## src/rtl/arp_pkg.sv

```systemverilog
package arp_pkg;

  localparam int MAC_W = 48;
  localparam int IP_W  = 32;
  localparam int TAG_W = 16;
  localparam int AGE_W = 8;

  localparam logic [MAC_W-1:0] BCAST_MAC  = {MAC_W{1'b1}};
  localparam logic [15:0]      HTYPE_ETH  = 16'h0001;
  localparam logic [15:0]      PTYPE_IPV4 = 16'h0800;
  localparam logic [15:0]      OPER_REQ   = 16'd1;
  localparam logic [15:0]      OPER_REPLY = 16'd2;
  localparam logic [10:0]      MIN_BODY   = 11'd8;

  typedef enum logic [1:0] {
    KIND_NONE    = 2'd0,
    KIND_ANSWER  = 2'd1,
    KIND_REQUEST = 2'd2,
    KIND_REPLY   = 2'd3
  } kind_t;

  typedef enum logic [2:0] {
    ST_OK       = 3'd0,
    ST_BAD_LEN  = 3'd1,
    ST_BAD_TYPE = 3'd2,
    ST_BAD_OPER = 3'd3,
    ST_FULL     = 3'd4
  } status_t;

  localparam logic CFG_OWN_MAC  = 1'b0;
  localparam logic CFG_OWN_IPV4 = 1'b1;

  typedef enum logic [3:0] {
    S_IDLE,
    S_CSCAN,
    S_DECIDE,
    S_EMIT_RESOLVE,
    S_EMIT_REPLY,
    S_PSCAN,
    S_EMIT_ANSWER,
    S_EMIT_FINAL
  } state_t;

  typedef struct packed {
    logic [1:0]       kind;
    logic [2:0]       status;
    logic [MAC_W-1:0] peer_mac;
    logic [IP_W-1:0]  peer_ip;
    logic [TAG_W-1:0] req_tag;
    logic             last;
  } result_t;

  typedef struct packed {
    logic [1:0]       cmd;
    logic [MAC_W-1:0] dst;
    logic [MAC_W-1:0] src;
    logic [10:0]      body_len;
    logic [15:0]      hw_type;
    logic [15:0]      proto_type;
    logic [7:0]       hw_len;
    logic [7:0]       proto_len;
    logic [15:0]      oper_or_tag;
    logic [MAC_W-1:0] sender_mac;
    logic [IP_W-1:0]  sender_ip;
    logic [IP_W-1:0]  target_ip;
  } item_t;

  // Word travelling along a cell chain during a scan
  typedef struct packed {
    logic            act;
    logic [IP_W-1:0] key;
  } probe_t;

  // Cache chain commands
  typedef struct packed {
    logic             start;
    logic [IP_W-1:0]  key;
    logic             wr;
    logic             wr_new;
    logic [MAC_W-1:0] wr_mac;
  } cache_ctl_t;

  typedef struct packed {
    logic             done;
    logic             hit;
    logic [MAC_W-1:0] mac;
    logic             has_free;
  } cache_sts_t;

  typedef struct packed {
    logic             start;
    logic [IP_W-1:0]  key;
    logic             ins;
    logic [TAG_W-1:0] ins_tag;
    logic             rel;
  } pend_ctl_t;

  typedef struct packed {
    logic             done;
    logic             found;
    logic [TAG_W-1:0] tag;
    logic             has_free;
  } pend_sts_t;

endpackage

```

## src/rtl/arp_if.sv

```systemverilog
interface arp_in_if;
  logic              valid;
  logic              ready;
  logic              cmd;
  logic [47:0]       eth_dst_mac;
  logic [47:0]       eth_src_mac;
  logic [10:0]       body_len;
  logic [15:0]       hw_type;
  logic [15:0]       proto_type;
  logic [7:0]        hw_len;
  logic [7:0]        proto_len;
  logic [15:0]       oper_or_tag;
  logic [47:0]       sender_mac;
  logic [31:0]       sender_ip;
  logic [31:0]       target_ip;
  modport source (output valid, cmd, eth_dst_mac, eth_src_mac, body_len, hw_type,
                  proto_type, hw_len, proto_len, oper_or_tag, sender_mac,
                  sender_ip, target_ip, input ready);
  modport sink   (input valid, cmd, eth_dst_mac, eth_src_mac, body_len, hw_type,
                  proto_type, hw_len, proto_len, oper_or_tag, sender_mac,
                  sender_ip, target_ip, output ready);
endinterface

interface arp_out_if;
  logic        valid;
  logic        ready;
  logic [1:0]  kind;
  logic [2:0]  status;
  logic [47:0] peer_mac;
  logic [31:0] peer_ip;
  logic [15:0] req_tag;
  logic        last;
  modport source (output valid, kind, status, peer_mac, peer_ip, req_tag, last,
                  input ready);
  modport sink   (input valid, kind, status, peer_mac, peer_ip, req_tag, last,
                  output ready);
endinterface

interface arp_cfg_if;
  logic        valid;
  logic        ready;
  logic        index;
  logic [47:0] data;
  modport source (output valid, index, data, input ready);
  modport sink   (input valid, index, data, output ready);
endinterface

```

## src/rtl/arp_cache_cell.sv

```systemverilog
// One cache entry. A probe word walks the chain; the first valid entry
// whose address matches claims it and stops it there.
module arp_cache_cell (
  input  logic                      clk,
  input  logic                      rst_n,
  input  arp_pkg::probe_t           probe_in,
  output arp_pkg::probe_t           probe_out,
  input  logic                      free_in,
  output logic                      free_out,
  input  logic                      clear_hit,
  input  logic                      wr,
  input  logic                      wr_new,
  input  logic [arp_pkg::MAC_W-1:0] wr_mac,
  input  logic [arp_pkg::IP_W-1:0]  wr_ip,
  output logic                      hit,
  output logic [arp_pkg::MAC_W-1:0] mac
);
  logic                      valid_r, valid_nxt;
  logic                      hit_r, hit_nxt;
  logic [arp_pkg::IP_W-1:0]  ip_r;
  logic [arp_pkg::MAC_W-1:0] mac_r;
  logic                      match;
  logic                      claim_free;

  assign match = probe_in.act && valid_r && ip_r == probe_in.key;
  // first free cell takes a new entry
  assign claim_free = wr && wr_new && !valid_r && !free_in;
  assign free_out = free_in || !valid_r;

  // pass probe on unless claimed here
  always_ff @(posedge clk) begin
    if (!rst_n) begin
      probe_out.act <= 1'b0;
    end else begin
      probe_out.act <= probe_in.act && !match;
    end
    probe_out.key <= probe_in.key;
  end

  always_comb begin
    valid_nxt = valid_r;
    hit_nxt   = hit_r;
    if (clear_hit) begin
      hit_nxt = 1'b0;
    end
    if (match) begin
      hit_nxt = 1'b1;
    end
    if (claim_free) begin
      valid_nxt = 1'b1;
    end
  end

  always_ff @(posedge clk) begin
    if (!rst_n) begin
      valid_r <= 1'b0;
      hit_r   <= 1'b0;
    end else begin
      valid_r <= valid_nxt;
      hit_r   <= hit_nxt;
    end
  end

  // payload update on hit or allocation
  always_ff @(posedge clk) begin
    if (claim_free) begin
      ip_r  <= wr_ip;
      mac_r <= wr_mac;
    end else if (wr && !wr_new && hit_r) begin
      mac_r <= wr_mac;
    end
  end

  assign hit = hit_r;
  assign mac = mac_r;
endmodule

```

## src/rtl/arp_pend_cell.sv

```systemverilog
// One pending request. A probe walks the chain; every matching entry
// offers its age, and the youngest match is the one released.
module arp_pend_cell (
  input  logic                      clk,
  input  logic                      rst_n,
  input  arp_pkg::probe_t           probe_in,
  output arp_pkg::probe_t           probe_out,
  input  logic                      clear_hit,
  input  logic                      best_in,
  input  logic [arp_pkg::AGE_W-1:0] best_age_in,
  input  logic [arp_pkg::TAG_W-1:0] best_tag_in,
  output logic                      best_out,
  output logic [arp_pkg::AGE_W-1:0] best_age_out,
  output logic [arp_pkg::TAG_W-1:0] best_tag_out,
  input  logic                      free_in,
  output logic                      free_out,
  input  logic                      ins,
  input  logic [arp_pkg::IP_W-1:0]  ins_ip,
  input  logic [arp_pkg::TAG_W-1:0] ins_tag,
  input  logic                      rel,
  input  logic [arp_pkg::AGE_W-1:0] rel_age
);
  logic                      valid_r, valid_nxt;
  logic                      match_r, match_nxt;
  logic [arp_pkg::IP_W-1:0]  ip_r;
  logic [arp_pkg::TAG_W-1:0] tag_r;
  logic [arp_pkg::AGE_W-1:0] age_r, age_nxt;
  logic                      take;
  logic                      claim;
  logic                      mine;

  assign take = match_r && (!best_in || age_r < best_age_in);
  assign best_out     = best_in || match_r;
  assign best_age_out = take ? age_r : best_age_in;
  assign best_tag_out = take ? tag_r : best_tag_in;
  assign free_out = free_in || !valid_r;
  assign claim = ins && !valid_r && !free_in;
  assign mine  = rel && valid_r && match_r && age_r == rel_age;

  always_ff @(posedge clk) begin
    if (!rst_n) begin
      probe_out.act <= 1'b0;
    end else begin
      probe_out.act <= probe_in.act;
    end
    probe_out.key <= probe_in.key;
  end

  always_comb begin
    valid_nxt = valid_r;
    match_nxt = match_r;
    age_nxt   = age_r;
    if (clear_hit) begin
      match_nxt = 1'b0;
    end
    if (probe_in.act && valid_r && ip_r == probe_in.key) begin
      match_nxt = 1'b1;
    end
    if (ins && valid_r && age_r != '1) begin
      age_nxt = age_r + 1'b1;
    end
    if (claim) begin
      valid_nxt = 1'b1;
      age_nxt   = '0;
    end
    if (rel && valid_r && age_r > rel_age) begin
      age_nxt = age_r - 1'b1;
    end
    if (mine) begin
      valid_nxt = 1'b0;
      match_nxt = 1'b0;
    end
  end

  always_ff @(posedge clk) begin
    if (!rst_n) begin
      valid_r <= 1'b0;
      match_r <= 1'b0;
    end else begin
      valid_r <= valid_nxt;
      match_r <= match_nxt;
    end
  end

  always_ff @(posedge clk) begin
    age_r <= age_nxt;
    if (claim) begin
      ip_r  <= ins_ip;
      tag_r <= ins_tag;
    end
  end
endmodule

```

## src/rtl/arp_cache_chain.sv

```systemverilog
// Row of cache cells with probe shift and result collection.
module arp_cache_chain #(
  parameter int ENTRIES = 16
) (
  input  logic                clk,
  input  logic                rst_n,
  input  arp_pkg::cache_ctl_t ctl,
  output arp_pkg::cache_sts_t sts
);
  localparam int CW = $clog2(ENTRIES + 2);

  arp_pkg::probe_t           probe [ENTRIES+1];
  logic                      free  [ENTRIES+1];
  logic                      hit   [ENTRIES];
  logic [arp_pkg::MAC_W-1:0] mac   [ENTRIES];
  logic [CW-1:0]             cnt_r, cnt_nxt;
  logic                      busy_r, busy_nxt;
  logic                      any_hit;
  logic [arp_pkg::MAC_W-1:0] hit_mac;

  assign probe[0].act = ctl.start;
  assign probe[0].key = ctl.key;
  assign free[0] = 1'b0;

  for (genvar g = 0; g < ENTRIES; g++) begin : g_cell
    arp_cache_cell u_cell (
      .clk      (clk),
      .rst_n    (rst_n),
      .probe_in (probe[g]),
      .probe_out(probe[g+1]),
      .free_in  (free[g]),
      .free_out (free[g+1]),
      .clear_hit(ctl.start),
      .wr       (ctl.wr),
      .wr_new   (ctl.wr_new),
      .wr_mac   (ctl.wr_mac),
      .wr_ip    (ctl.key),
      .hit      (hit[g]),
      .mac      (mac[g])
    );
  end

  // at most one cell holds a given address, so an OR collects the hit
  always_comb begin
    any_hit = 1'b0;
    hit_mac = '0;
    for (int i = 0; i < ENTRIES; i++) begin
      if (hit[i]) begin
        any_hit = 1'b1;
        hit_mac = hit_mac | mac[i];
      end
    end
  end

  // count probe travel time
  always_comb begin
    cnt_nxt  = cnt_r;
    busy_nxt = busy_r;
    if (ctl.start) begin
      busy_nxt = 1'b1;
      cnt_nxt  = '0;
    end else if (busy_r) begin
      if (cnt_r == CW'(ENTRIES)) begin
        busy_nxt = 1'b0;
      end else begin
        cnt_nxt = cnt_r + 1'b1;
      end
    end
  end

  always_ff @(posedge clk) begin
    if (!rst_n) begin
      busy_r <= 1'b0;
      cnt_r  <= '0;
    end else begin
      busy_r <= busy_nxt;
      cnt_r  <= cnt_nxt;
    end
  end

  assign sts.done     = busy_r && cnt_r == CW'(ENTRIES);
  assign sts.hit      = any_hit;
  assign sts.mac      = hit_mac;
  assign sts.has_free = free[ENTRIES];

  chk_done_idle: assert property (@(posedge clk) disable iff (!rst_n)
    sts.done |=> !busy_r)
    else $error("cache scan did not finish");
endmodule

```

## src/rtl/arp_pend_chain.sv

```systemverilog
// Row of pending cells; the youngest matching entry ripples out the end.
module arp_pend_chain #(
  parameter int ENTRIES = 8
) (
  input  logic               clk,
  input  logic               rst_n,
  input  arp_pkg::pend_ctl_t ctl,
  output arp_pkg::pend_sts_t sts
);
  localparam int CW = $clog2(ENTRIES + 2);

  arp_pkg::probe_t           probe    [ENTRIES+1];
  logic                      free     [ENTRIES+1];
  logic                      best     [ENTRIES+1];
  logic [arp_pkg::AGE_W-1:0] best_age [ENTRIES+1];
  logic [arp_pkg::TAG_W-1:0] best_tag [ENTRIES+1];
  logic [CW-1:0]             cnt_r, cnt_nxt;
  logic                      busy_r, busy_nxt;

  assign probe[0].act = ctl.start;
  assign probe[0].key = ctl.key;
  assign free[0]      = 1'b0;
  assign best[0]      = 1'b0;
  assign best_age[0]  = '0;
  assign best_tag[0]  = '0;

  for (genvar g = 0; g < ENTRIES; g++) begin : g_cell
    arp_pend_cell u_cell (
      .clk         (clk),
      .rst_n       (rst_n),
      .probe_in    (probe[g]),
      .probe_out   (probe[g+1]),
      .clear_hit   (ctl.start),
      .best_in     (best[g]),
      .best_age_in (best_age[g]),
      .best_tag_in (best_tag[g]),
      .best_out    (best[g+1]),
      .best_age_out(best_age[g+1]),
      .best_tag_out(best_tag[g+1]),
      .free_in     (free[g]),
      .free_out    (free[g+1]),
      .ins         (ctl.ins),
      .ins_ip      (ctl.key),
      .ins_tag     (ctl.ins_tag),
      .rel         (ctl.rel),
      .rel_age     (best_age[ENTRIES])
    );
  end

  always_comb begin
    cnt_nxt  = cnt_r;
    busy_nxt = busy_r;
    if (ctl.start) begin
      busy_nxt = 1'b1;
      cnt_nxt  = '0;
    end else if (busy_r) begin
      if (cnt_r == CW'(ENTRIES)) begin
        busy_nxt = 1'b0;
      end else begin
        cnt_nxt = cnt_r + 1'b1;
      end
    end
  end

  always_ff @(posedge clk) begin
    if (!rst_n) begin
      busy_r <= 1'b0;
      cnt_r  <= '0;
    end else begin
      busy_r <= busy_nxt;
      cnt_r  <= cnt_nxt;
    end
  end

  assign sts.done     = busy_r && cnt_r == CW'(ENTRIES);
  assign sts.found    = best[ENTRIES];
  assign sts.tag      = best_tag[ENTRIES];
  assign sts.has_free = free[ENTRIES];

  chk_rel_found: assert property (@(posedge clk) disable iff (!rst_n)
    ctl.rel |-> best[ENTRIES])
    else $error("release without a matching entry");
endmodule

```

## src/rtl/arp_cache_responder.sv

```systemverilog
// ARP offload: resolve commands and received ARP packets come in on one
// channel, results (answers, requests to send, replies, status) go out on
// another, each input ending with a result marked last. One item is handled
// at a time. A resolve sends a probe along the cache cell row; a packet that
// inserts then scans the pending row, and rescans it after each released
// request. Configuration writes are taken at any time.
module arp_cache_responder #(
  parameter int CACHE_ENTRIES   = 16,
  parameter int PENDING_ENTRIES = 8
) (
  input logic      clk,
  input logic      rst_n,
  arp_in_if.sink   in_ch,
  arp_out_if.source out_ch,
  arp_cfg_if.sink  cfg_ch
);
  arp_pkg::state_t   state_r, state_nxt;
  arp_pkg::item_t    item_r;
  arp_pkg::result_t  res_r, res_nxt;
  arp_pkg::result_t  out_r, out_nxt;
  logic              out_valid_r, out_valid_nxt;
  logic [arp_pkg::MAC_W-1:0] own_mac_r;
  logic [arp_pkg::IP_W-1:0]  own_ip_r;
  logic [arp_pkg::MAC_W-1:0] ins_mac_r, ins_mac_nxt;
  logic [arp_pkg::TAG_W-1:0] ans_tag_r, ans_tag_nxt;
  logic                      ins_any_r, ins_any_nxt;
  logic                      rel_pend_r, rel_pend_nxt;

  arp_pkg::cache_ctl_t cctl;
  arp_pkg::cache_sts_t csts;
  arp_pkg::pend_ctl_t  pctl;
  arp_pkg::pend_sts_t  psts;

  logic        in_fire;
  logic        out_free;
  logic [10:0] need_len;
  logic        len_bad;
  logic        type_bad;
  logic        is_bcast;
  logic        is_mine;

  assign in_fire  = in_ch.valid && in_ch.ready;
  assign out_free = !out_valid_r || out_ch.ready;
  assign cfg_ch.ready = 1'b1;

  // 8 + 2*hlen + 2*plen stays below 1029, so 11 bits hold it
  logic [10:0] sum_w;
  assign sum_w = {2'b0, item_r.hw_len, 1'b0} + {2'b0, item_r.proto_len, 1'b0};
  assign need_len = sum_w + arp_pkg::MIN_BODY;
  assign len_bad  = item_r.body_len < arp_pkg::MIN_BODY || item_r.body_len < need_len;
  assign type_bad = item_r.hw_type != arp_pkg::HTYPE_ETH ||
                    item_r.proto_type != arp_pkg::PTYPE_IPV4;
  assign is_bcast = item_r.dst == arp_pkg::BCAST_MAC;
  assign is_mine  = item_r.dst == own_mac_r;

  // configuration registers
  always_ff @(posedge clk) begin
    if (!rst_n) begin
      own_mac_r <= '0;
      own_ip_r  <= '0;
    end else if (cfg_ch.valid) begin
      unique case (cfg_ch.index)
        arp_pkg::CFG_OWN_MAC:  own_mac_r <= cfg_ch.data;
        arp_pkg::CFG_OWN_IPV4: own_ip_r  <= cfg_ch.data[arp_pkg::IP_W-1:0];
        default: ;
      endcase
    end
  end

  // capture input word
  always_ff @(posedge clk) begin
    if (in_fire) begin
      item_r.cmd         <= {1'b0, in_ch.cmd};
      item_r.dst         <= in_ch.eth_dst_mac;
      item_r.src         <= in_ch.eth_src_mac;
      item_r.body_len    <= in_ch.body_len;
      item_r.hw_type     <= in_ch.hw_type;
      item_r.proto_type  <= in_ch.proto_type;
      item_r.hw_len      <= in_ch.hw_len;
      item_r.proto_len   <= in_ch.proto_len;
      item_r.oper_or_tag <= in_ch.oper_or_tag;
      item_r.sender_mac  <= in_ch.sender_mac;
      item_r.sender_ip   <= in_ch.sender_ip;
      item_r.target_ip   <= in_ch.target_ip;
    end
  end

  assign in_ch.ready = state_r == arp_pkg::S_IDLE;

  // key for both rows: resolve address or sender address
  logic [arp_pkg::IP_W-1:0] key;
  assign key = item_r.cmd[0] ? item_r.sender_ip : item_r.target_ip;

  // next state and sequencing; res_r holds the newest word until it is
  // known whether another word follows it
  always_comb begin
    state_nxt     = state_r;
    res_nxt       = res_r;
    out_nxt       = out_r;
    out_valid_nxt = out_valid_r && !out_ch.ready;
    ins_mac_nxt   = ins_mac_r;
    ans_tag_nxt   = ans_tag_r;
    ins_any_nxt   = ins_any_r;
    rel_pend_nxt  = 1'b0;
    cctl          = '0;
    cctl.key      = key;
    cctl.wr_mac   = ins_mac_r;
    pctl          = '0;
    pctl.key      = key;
    pctl.ins_tag  = item_r.oper_or_tag;

    unique case (state_r)
      arp_pkg::S_IDLE: begin
        if (in_fire) begin
          state_nxt = arp_pkg::S_DECIDE;
        end
      end
      arp_pkg::S_DECIDE: begin
        ins_any_nxt = 1'b0;
        if (!item_r.cmd[0]) begin
          cctl.start = 1'b1;
          state_nxt  = arp_pkg::S_CSCAN;
        end else if (len_bad || type_bad) begin
          res_nxt   = '{kind: arp_pkg::KIND_NONE,
                        status: len_bad ? arp_pkg::ST_BAD_LEN : arp_pkg::ST_BAD_TYPE,
                        peer_mac: '0, peer_ip: '0, req_tag: '0, last: 1'b1};
          state_nxt = arp_pkg::S_EMIT_FINAL;
        end else if (is_bcast && item_r.target_ip == own_ip_r) begin
          ins_mac_nxt = item_r.src;
          ins_any_nxt = 1'b1;
          res_nxt   = '{kind: arp_pkg::KIND_REPLY, status: arp_pkg::ST_OK,
                        peer_mac: item_r.src, peer_ip: item_r.sender_ip,
                        req_tag: '0, last: 1'b0};
          cctl.start = 1'b1;
          state_nxt  = arp_pkg::S_CSCAN;
        end else if (!is_bcast && is_mine && item_r.oper_or_tag == arp_pkg::OPER_REPLY) begin
          ins_mac_nxt = item_r.sender_mac;
          cctl.start  = 1'b1;
          state_nxt   = arp_pkg::S_CSCAN;
        end else if (!is_bcast && is_mine && item_r.oper_or_tag != arp_pkg::OPER_REQ) begin
          res_nxt   = '{kind: arp_pkg::KIND_NONE, status: arp_pkg::ST_BAD_OPER,
                        peer_mac: '0, peer_ip: '0, req_tag: '0, last: 1'b1};
          state_nxt = arp_pkg::S_EMIT_FINAL;
        end else begin
          res_nxt   = '{kind: arp_pkg::KIND_NONE, status: arp_pkg::ST_OK,
                        peer_mac: '0, peer_ip: '0, req_tag: '0, last: 1'b1};
          state_nxt = arp_pkg::S_EMIT_FINAL;
        end
      end
      arp_pkg::S_CSCAN: begin
        if (csts.done) begin
          if (!item_r.cmd[0]) begin
            if (csts.hit) begin
              res_nxt   = '{kind: arp_pkg::KIND_ANSWER, status: arp_pkg::ST_OK,
                            peer_mac: csts.mac, peer_ip: item_r.target_ip,
                            req_tag: item_r.oper_or_tag, last: 1'b1};
              state_nxt = arp_pkg::S_EMIT_FINAL;
            end else if (psts.has_free) begin
              pctl.ins  = 1'b1;
              res_nxt   = '{kind: arp_pkg::KIND_REQUEST, status: arp_pkg::ST_OK,
                            peer_mac: arp_pkg::BCAST_MAC, peer_ip: item_r.target_ip,
                            req_tag: '0, last: 1'b1};
              state_nxt = arp_pkg::S_EMIT_FINAL;
            end else begin
              res_nxt   = '{kind: arp_pkg::KIND_NONE, status: arp_pkg::ST_FULL,
                            peer_mac: '0, peer_ip: '0, req_tag: '0, last: 1'b1};
              state_nxt = arp_pkg::S_EMIT_FINAL;
            end
          end else if (csts.hit || csts.has_free) begin
            cctl.wr     = 1'b1;
            cctl.wr_new = !csts.hit;
            pctl.start  = 1'b1;
            state_nxt   = arp_pkg::S_PSCAN;
          end else if (ins_any_r) begin
            // send the held reply first, then the full status
            state_nxt = arp_pkg::S_EMIT_REPLY;
          end else begin
            res_nxt   = '{kind: arp_pkg::KIND_NONE, status: arp_pkg::ST_FULL,
                          peer_mac: '0, peer_ip: '0, req_tag: '0, last: 1'b1};
            state_nxt = arp_pkg::S_EMIT_FINAL;
          end
        end
      end
      arp_pkg::S_EMIT_REPLY: begin
        if (out_free) begin
          out_nxt       = res_r;
          out_valid_nxt = 1'b1;
          res_nxt   = '{kind: arp_pkg::KIND_NONE, status: arp_pkg::ST_FULL,
                        peer_mac: '0, peer_ip: '0, req_tag: '0, last: 1'b1};
          state_nxt = arp_pkg::S_EMIT_FINAL;
        end
      end
      arp_pkg::S_PSCAN: begin
        if (psts.done) begin
          if (psts.found) begin
            ans_tag_nxt  = psts.tag;
            rel_pend_nxt = 1'b1;
            state_nxt    = arp_pkg::S_EMIT_ANSWER;
          end else if (ins_any_r) begin
            // no more answers: the held word closes this input
            res_nxt      = res_r;
            res_nxt.last = 1'b1;
            state_nxt    = arp_pkg::S_EMIT_FINAL;
          end else begin
            res_nxt   = '{kind: arp_pkg::KIND_NONE, status: arp_pkg::ST_OK,
                          peer_mac: '0, peer_ip: '0, req_tag: '0, last: 1'b1};
            state_nxt = arp_pkg::S_EMIT_FINAL;
          end
        end
      end
      arp_pkg::S_EMIT_ANSWER: begin
        // release the entry while its age is still on the chain outputs
        if (rel_pend_r) begin
          pctl.rel = 1'b1;
        end else if (out_free || !ins_any_r) begin
          if (ins_any_r) begin
            out_nxt       = res_r;
            out_valid_nxt = 1'b1;
          end
          res_nxt     = '{kind: arp_pkg::KIND_ANSWER, status: arp_pkg::ST_OK,
                          peer_mac: ins_mac_r, peer_ip: item_r.sender_ip,
                          req_tag: ans_tag_r, last: 1'b0};
          ins_any_nxt = 1'b1;
          pctl.start  = 1'b1;
          state_nxt   = arp_pkg::S_PSCAN;
        end
      end
      arp_pkg::S_EMIT_FINAL: begin
        if (out_free) begin
          out_nxt       = res_r;
          out_valid_nxt = 1'b1;
          state_nxt     = arp_pkg::S_IDLE;
        end
      end
      default: state_nxt = arp_pkg::S_IDLE;
    endcase
  end

  always_ff @(posedge clk) begin
    if (!rst_n) begin
      state_r     <= arp_pkg::S_IDLE;
      out_valid_r <= 1'b0;
      ins_any_r   <= 1'b0;
      rel_pend_r  <= 1'b0;
    end else begin
      state_r     <= state_nxt;
      out_valid_r <= out_valid_nxt;
      ins_any_r   <= ins_any_nxt;
      rel_pend_r  <= rel_pend_nxt;
    end
  end

  // held word, output word and insert data
  always_ff @(posedge clk) begin
    res_r     <= res_nxt;
    out_r     <= out_nxt;
    ins_mac_r <= ins_mac_nxt;
    ans_tag_r <= ans_tag_nxt;
  end

  assign out_ch.valid    = out_valid_r;
  assign out_ch.kind     = out_r.kind;
  assign out_ch.status   = out_r.status;
  assign out_ch.peer_mac = out_r.peer_mac;
  assign out_ch.peer_ip  = out_r.peer_ip;
  assign out_ch.req_tag  = out_r.req_tag;
  assign out_ch.last     = out_r.last;

  arp_cache_chain #(.ENTRIES(CACHE_ENTRIES)) u_cache (
    .clk  (clk),
    .rst_n(rst_n),
    .ctl  (cctl),
    .sts  (csts)
  );

  arp_pend_chain #(.ENTRIES(PENDING_ENTRIES)) u_pend (
    .clk  (clk),
    .rst_n(rst_n),
    .ctl  (pctl),
    .sts  (psts)
  );

  chk_fire_decide: assert property (@(posedge clk) disable iff (!rst_n)
    in_fire |=> state_r == arp_pkg::S_DECIDE)
    else $error("input word not taken into decode");
  chk_out_hold: assert property (@(posedge clk) disable iff (!rst_n)
    out_ch.valid && !out_ch.ready |=> out_ch.valid && $stable(out_r))
    else $error("result dropped or changed while stalled");
  chk_final_idle: assert property (@(posedge clk) disable iff (!rst_n)
    state_r == arp_pkg::S_EMIT_FINAL && out_free |=> state_r == arp_pkg::S_IDLE)
    else $error("final word did not end the item");
endmodule
```

## src/flat_wrapper.sv

```systemverilog
// flat-port wrapper written by rule: the top's interface ports become plain ports
module arp_cache_responder_flat 
#(
  parameter int CACHE_ENTRIES   = 16,
  parameter int PENDING_ENTRIES = 8
)
  (clk, rst_n, in_ch_valid, in_ch_cmd, in_ch_eth_dst_mac, in_ch_eth_src_mac, in_ch_body_len, in_ch_hw_type, in_ch_proto_type, in_ch_hw_len, in_ch_proto_len, in_ch_oper_or_tag, in_ch_sender_mac, in_ch_sender_ip, in_ch_target_ip, in_ch_ready, out_ch_valid, out_ch_kind, out_ch_status, out_ch_peer_mac, out_ch_peer_ip, out_ch_req_tag, out_ch_last, out_ch_ready, cfg_ch_valid, cfg_ch_index, cfg_ch_data, cfg_ch_ready);
  arp_in_if in_ch_i ();
  arp_out_if out_ch_i ();
  arp_cfg_if cfg_ch_i ();
  input logic clk;
  input logic rst_n;
  input wire logic [$bits(in_ch_i.valid)-1:0] in_ch_valid;
  input wire logic [$bits(in_ch_i.cmd)-1:0] in_ch_cmd;
  input wire logic [$bits(in_ch_i.eth_dst_mac)-1:0] in_ch_eth_dst_mac;
  input wire logic [$bits(in_ch_i.eth_src_mac)-1:0] in_ch_eth_src_mac;
  input wire logic [$bits(in_ch_i.body_len)-1:0] in_ch_body_len;
  input wire logic [$bits(in_ch_i.hw_type)-1:0] in_ch_hw_type;
  input wire logic [$bits(in_ch_i.proto_type)-1:0] in_ch_proto_type;
  input wire logic [$bits(in_ch_i.hw_len)-1:0] in_ch_hw_len;
  input wire logic [$bits(in_ch_i.proto_len)-1:0] in_ch_proto_len;
  input wire logic [$bits(in_ch_i.oper_or_tag)-1:0] in_ch_oper_or_tag;
  input wire logic [$bits(in_ch_i.sender_mac)-1:0] in_ch_sender_mac;
  input wire logic [$bits(in_ch_i.sender_ip)-1:0] in_ch_sender_ip;
  input wire logic [$bits(in_ch_i.target_ip)-1:0] in_ch_target_ip;
  output wire logic [$bits(in_ch_i.ready)-1:0] in_ch_ready;
  output wire logic [$bits(out_ch_i.valid)-1:0] out_ch_valid;
  output wire logic [$bits(out_ch_i.kind)-1:0] out_ch_kind;
  output wire logic [$bits(out_ch_i.status)-1:0] out_ch_status;
  output wire logic [$bits(out_ch_i.peer_mac)-1:0] out_ch_peer_mac;
  output wire logic [$bits(out_ch_i.peer_ip)-1:0] out_ch_peer_ip;
  output wire logic [$bits(out_ch_i.req_tag)-1:0] out_ch_req_tag;
  output wire logic [$bits(out_ch_i.last)-1:0] out_ch_last;
  input wire logic [$bits(out_ch_i.ready)-1:0] out_ch_ready;
  input wire logic [$bits(cfg_ch_i.valid)-1:0] cfg_ch_valid;
  input wire logic [$bits(cfg_ch_i.index)-1:0] cfg_ch_index;
  input wire logic [$bits(cfg_ch_i.data)-1:0] cfg_ch_data;
  output wire logic [$bits(cfg_ch_i.ready)-1:0] cfg_ch_ready;
  assign in_ch_i.valid = in_ch_valid;
  assign in_ch_i.cmd = in_ch_cmd;
  assign in_ch_i.eth_dst_mac = in_ch_eth_dst_mac;
  assign in_ch_i.eth_src_mac = in_ch_eth_src_mac;
  assign in_ch_i.body_len = in_ch_body_len;
  assign in_ch_i.hw_type = in_ch_hw_type;
  assign in_ch_i.proto_type = in_ch_proto_type;
  assign in_ch_i.hw_len = in_ch_hw_len;
  assign in_ch_i.proto_len = in_ch_proto_len;
  assign in_ch_i.oper_or_tag = in_ch_oper_or_tag;
  assign in_ch_i.sender_mac = in_ch_sender_mac;
  assign in_ch_i.sender_ip = in_ch_sender_ip;
  assign in_ch_i.target_ip = in_ch_target_ip;
  assign in_ch_ready = in_ch_i.ready;
  assign out_ch_valid = out_ch_i.valid;
  assign out_ch_kind = out_ch_i.kind;
  assign out_ch_status = out_ch_i.status;
  assign out_ch_peer_mac = out_ch_i.peer_mac;
  assign out_ch_peer_ip = out_ch_i.peer_ip;
  assign out_ch_req_tag = out_ch_i.req_tag;
  assign out_ch_last = out_ch_i.last;
  assign out_ch_i.ready = out_ch_ready;
  assign cfg_ch_i.valid = cfg_ch_valid;
  assign cfg_ch_i.index = cfg_ch_index;
  assign cfg_ch_i.data = cfg_ch_data;
  assign cfg_ch_ready = cfg_ch_i.ready;
  arp_cache_responder #(.CACHE_ENTRIES(CACHE_ENTRIES), .PENDING_ENTRIES(PENDING_ENTRIES)) u_core (.clk(clk), .rst_n(rst_n), .in_ch(in_ch_i), .out_ch(out_ch_i), .cfg_ch(cfg_ch_i));
endmodule
```

## config.mk

```make
export PLATFORM = sky130hd
export DESIGN_NAME = arp_cache_responder_flat
export DESIGN_NICKNAME = d
export VERILOG_FILES = /design/src/rtl/arp_pkg.sv /design/src/rtl/arp_if.sv /design/src/rtl/arp_cache_cell.sv /design/src/rtl/arp_pend_cell.sv /design/src/rtl/arp_cache_chain.sv /design/src/rtl/arp_pend_chain.sv /design/src/rtl/arp_cache_responder.sv /design/src/flat_wrapper.sv
export SDC_FILE = /design/constraint.sdc
export NUM_CORES = 2
export LEC_CHECK = 0
export BUFFER_PORTS_ARGS = -buffer_cell sky130_fd_sc_hd__clkbuf_2
export CORE_UTILIZATION = 55
export CTS_CLUSTER_DIAMETER = 80
export DETAILED_ROUTE_END_ITERATION = 10
export PLACE_DENSITY = 0.78
export SYNTH_ARGS = -nofsm -noshare
export SYNTH_HDL_FRONTEND = slang
export SYNTH_HIERARCHICAL = 1
export SYNTH_SLANG_ARGS = --single-unit
```

## constraint.sdc

```tcl
create_clock -name clk -period 21.2 [get_ports clk]
set_clock_uncertainty 0.1 [all_clocks]
set_input_delay 3.18 -clock clk [delete_from_list [all_inputs] [get_ports clk]]
set_output_delay 3.18 -clock clk [all_outputs]
set_load 0.01 [all_outputs]
```

# Word-level counts from Yosys, hierarchy flattened
# Cells that the tools add are included.
[totals] out_inout_bits=105 reg_bits=2928 elab_cells=897 inputBits=338
[op_classes] n_mux=213 bitwise_logic=20 add_sub_neg=20 n_reduce_logical=380 n_eq_ne=70 order_cmp=17
[ops] cell="two-way mux 48 bit" count=50
[ops] cell="two-way mux 102 bit" count=20
[ops] cell="== test 32 bit" count=25
[ops] cell="bitwise OR 48 bit" count=15
[ops] cell="case mux 102 bit (5 select lines)" count=1
[ops] cell="two-way mux 8 bit" count=32
[ops] cell="case mux 102 bit (2 select lines)" count=1
[ops] cell="logical AND 1 bit" count=190
[ops] cell="two-way mux 16 bit" count=8
[ops] cell="two-way mux 99 bit" count=1
[ops] cell="nonzero test 2 bit" count=43
[ops] cell="two-way mux 1 bit" count=76
[ops] cell="zero test 1 bit" count=72
[ops] cell="adder 8 x 1 -> 8 bit (second input constant)" count=8
[ops] cell="== test 8 bit" count=8
[ops] cell="greater-than comparator 8 bit" count=8
[ops] cell="inequality test 8 bit (second input constant)" count=8
[ops] cell="subtractor 8 x 1 -> 8 bit (second input constant)" count=8
[ops] cell="< comparator 8 bit" count=7
[ops] cell="== test 48 bit" count=1
[ops] cell="== test 48 bit (second input constant)" count=1
[ops] cell="two-way mux 4 bit" count=12
[ops] cell="logical OR 1 bit" count=42
[ops] cell="two-way mux 32 bit" count=1
[ops] cell="other kinds (34)" count=82

# Depth between registers and ports, before layout
[depth] depth_word=35 depth_mapped=82 ltp_nobuf=72

# Cells and area by module
# Netlist, hierarchy kept.
[modules_own_cells] module="arp_cache_cell" cells_each=171 area_each_um2=3519.6 instances=16
[modules_own_cells] module="arp_pend_cell" cells_each=289 area_each_um2=3986.3 instances=8
[modules_own_cells] module="arp_cache_responder" cells_each=1582 area_each_um2=24227.0 instances=1
[modules_own_cells] module="arp_cache_chain" cells_each=553 area_each_um2=4418.0 instances=1
[modules_own_cells] module="arp_pend_chain" cells_each=31 area_each_um2=279.0 instances=1

# Worst setup path after synthesis
# Ideal clock, no wire load.
[synth_timing] path_type="flip-flop to flip-flop" start="register u_core.u_pend.g_cell[0].u_cell.match_r" end="register u_core/u_pend/g_cell[0].u_cell/age_r[0] (netlist name) (enable)" t_required_ns=20.829 path_stages_with_launch=76 setup_ns=0.271 arrival_ns=12.766 period_less_slack_ns=13.137 slack_ns=8.063 cell_sequence="dfxtp_1 -> o21ai_4 -> buf_6 -> mux2_4 -> inv_1 -> ha_1 -> a21o_1 -> a21o_1 -> a21oi_1 -> o31a_2 -> o21ai_4 -> buf_6 -> mux2_4 -> inv_1 -> ha_1 -> a21o_1 -> a21o_1 -> a21oi_1 -> [40 not listed] -> inv_1 -> ha_1 -> a21o_1 -> a21o_1 -> a21oi_1 -> o31a_2 -> o21ai_4 -> buf_6 -> mux2i_1 -> inv_1 -> ha_1 -> nor2b_1 -> o211a_1 -> o211ai_2 -> nand2_2 -> buf_2 -> buf_2 -> or2_2"
[synth_lines] item="start: declaration" line_no="arp_pend_cell.sv:24" text="logic match_r, match_nxt;"
[synth_lines] item="start signal: assignment" line_no="arp_pend_cell.sv:81" text="match_r <= match_nxt;"
[synth_lines] item="end signal: assignment" line_no="arp_pend_cell.sv:86" text="age_r <= age_nxt;"
[synth_lines] item="end: declaration" line_no="arp_pend_cell.sv:27" text="logic [arp_pkg::AGE_W-1:0] age_r, age_nxt;"

==> results.tsv <==
stage	metric	value	unit
drt	drt_wl_total	272	mm
critical_path	critPathSlowestCell	mux2i_2	
clocking	hold_buffers	0	
drt	firstDrtPassIters	6	
clocking	postCtsSetupBuffers	0	
power_and_ir_drop	total_power	15400	uW
timing	fin_crit_sh	82.1	%
cells_and_area	fin_cells	10892	
floorplanning	top_level_ports	443	
global_routing	grt_pass1_vias	65589	
critical_path	critPathTopFamily	compound AO/OA/AOI/OAI gates	
drt	vias	64424	
floorplanning	rows	168	
critical_path	slowest_delay	0.94	ns
critical_path	worst-path-stages	65	
timing	hold_violations	0	
timing	tns	0	ns
timing	max_freq	57.4	MHz
timing	rsz0062_at_grt	no	
clocking	worst_skew_pair.late_latency	0.96	ns
global_routing	antenna_found_initial	4	
timing	slew_violations	0	
clocking	cts_sinks	3150	
power_and_ir_drop	ir_drop	0.000101	V
synth	syn_avg_cell_area	16.2	um^2
cells_and_area	fin_nets	8341	
timing	setup_viol	0	
clocking	cts_inserted_buffers	321	
critical_path	crit_fanout	24	
job	drv_cap	0	
min_path	hold-path-cell-count	0	
timing	max_slew_margin	14.0	%
floorplanning	start_util	55.3	%
place	place.detailed.hpwl	159	mm
synth	synthCells	7146	
critical_path	crit_buf_inv	13	
min_path	hold_class	reg -> reg	
global_routing	grt_pass1_wl	402	mm
critical_path	crit_path_end_kind	flop	
floorplanning	dieHeight	461	um
drt	ant_nets	0	
drt	drc	0	
floorplanning	die_w	461	um
critical_path	required	21.85	ns
critical_path	reg2reg_depth	65	
place	port_buffers	440	
status	run_status	finished, final reports clean	
place	numPlacedInstances	10319	
global_routing	grt_overflow_total	0	
place	gp_congestion	0.864	
clocking	cts_tree	yes	
drt	viasPerCell	5.91	
power_and_ir_drop	power.density	117	nW/um^2
cells_and_area	area_delta_synth_final	14.1	%
floorplanning	die_area	212000	um^2
global_routing	grt_start_max_net_pins	161	
clocking	cts_max_level	5	
clocking	cts_buffer_depth	4	
drt	routedWlPerCell	25.0	um
synth	synth_area	116000	um^2
critical_path	critical_path.startpoint_type	flop	
power_and_ir_drop	leakagePower	0.0473	uW
synth	yosysWarnings	6	
clocking	root_buffer	clkbuf_16	
floorplanning	core_area	209000	um^2
timing	fin_crit	17.42	ns
cells_and_area	post-route-util	63.1	%
clocking	clkTransAtPathRegs	0.06	ns
global_routing	grt_usage	25.2	%
timing	worst_pin_slew	1.29	ns
drt	drt-initial-drc-count	6013	
critical_path	arrival	18.07	ns
critical_path	crit_type	reg -> reg	
cells_and_area	drive_above_1_share	17.9	%
clocking	cts_resized	0	
## metrics by stage
| stage | setup slack, ns | cell area [um^2] | hold WS (ns) |
|---|---|---|---|
| 2_1_floorplan | 8.06 | 116000 | 0.231 |
| 3_3_place_gp | 4.03 | 122000 | 0.241 |
| 3_5_place_dp | 3.93 | 122000 | 0.245 |
| 4_1_cts | 3.91 | 132000 | 0.206 |
| 5_1_grt | 2.99 | 132000 | 0.217 |
| 6_report | 3.78 | 132000 | 0.217 |
## sequential cells by signal, indices dropped and copies added (netlist names), 4 cells and up
name,flops
u_core/u_cache/g_cell.u_cell/mac,768
u_core/u_cache/g_cell.u_cell/ip_r,512
u_core/u_cache/g_cell.u_cell/probe_out,495
u_core/item_r,283
u_core/u_pend/g_cell.u_cell/ip_r,256
u_core/u_pend/g_cell.u_cell/probe_out,231
u_core/u_pend/g_cell.u_cell/tag_r,128
u_core/res_r,102
u_core/u_pend/g_cell.u_cell/age_r,64
u_core/ins_mac_r,48
u_core/out_ch.peer_mac,48
u_core/own_mac_r,48
u_core/out_ch.peer_ip,32
u_core/own_ip_r,32
u_core/ans_tag_r,16
u_core/out_ch.req_tag,16
u_core/u_cache/g_cell.u_cell/hit,16
u_core/u_cache/g_cell.u_cell/valid_r,16
u_core/u_pend/g_cell.u_cell/match_r,8
u_core/u_pend/g_cell.u_cell/valid_r,8
u_core/u_cache/cnt_r,5
u_core/u_pend/cnt_r,4
## area by class of cell
cell class                      count  area (um^2)
Multi-Input combinational cell   3565        28500
Antenna cell                        4         10.0
Clock inverter                    152         1450
Inverter                          256          961
Fill cell                       14242        77200
Sequential cell                  3150        85900
Tap cell                         2805         3510
Timing Repair Buffer              543         2990
Clock buffer                      417         8830
## per-layer routing
layer	part of all wire, %	track usage, %	wire length (um)
met4	4.1	10.4	11300
met1	39	32.1	105000
met5	0.0048	0	13
met3	7.8	4.66	21100
met2	49	42.6	134000
## path summary, 6_finish.rpt
check                                                start                                        endpoint  slack [ns]
min          u_core/u_cache/g_cell[9].u_cell/probe_out[25]  u_core/u_cache/g_cell[10].u_cell/probe_out[25]        0.22
max reg2reg         u_core/u_pend/g_cell[0].u_cell/match_r         u_core/u_pend/g_cell[5].u_cell/age_r[7]        3.78
max                 u_core/u_pend/g_cell[0].u_cell/match_r         u_core/u_pend/g_cell[5].u_cell/age_r[7]        3.78
min reg2reg  u_core/u_cache/g_cell[9].u_cell/probe_out[25]  u_core/u_cache/g_cell[10].u_cell/probe_out[25]        0.22
## layout by cell type (no fill, tap or decap), types with 79 or more instances in the layout
master,count
clkbuf_2,439
a221oi_1,203
nand2_1,372
xor2_1,470
mux2_2,128
ha_1,165
nand4_1,204
buf_4,103
mux2_4,152
edfxtp_1,2279
o21ai_0,79
clkbuf_16,327
inv_1,255
nor2_1,104
dfxtp_1,855
xnor2_1,307
a21boi_0,81
nor4_1,134
a21oi_1,98
nand3_1,82
a22o_1,240
## report_power, final
part / leakage [uW] / total, uW / internal, uW / switching (uW)
Combinational: 0.0143 / 1610 / 556 / 1060
Clock: 0.00503 / 5500 / 3230 / 2270
Sequential: 0.0280 / 8300 / 7740 / 558
No activity file was read; power rests on OpenSTA's default activity.
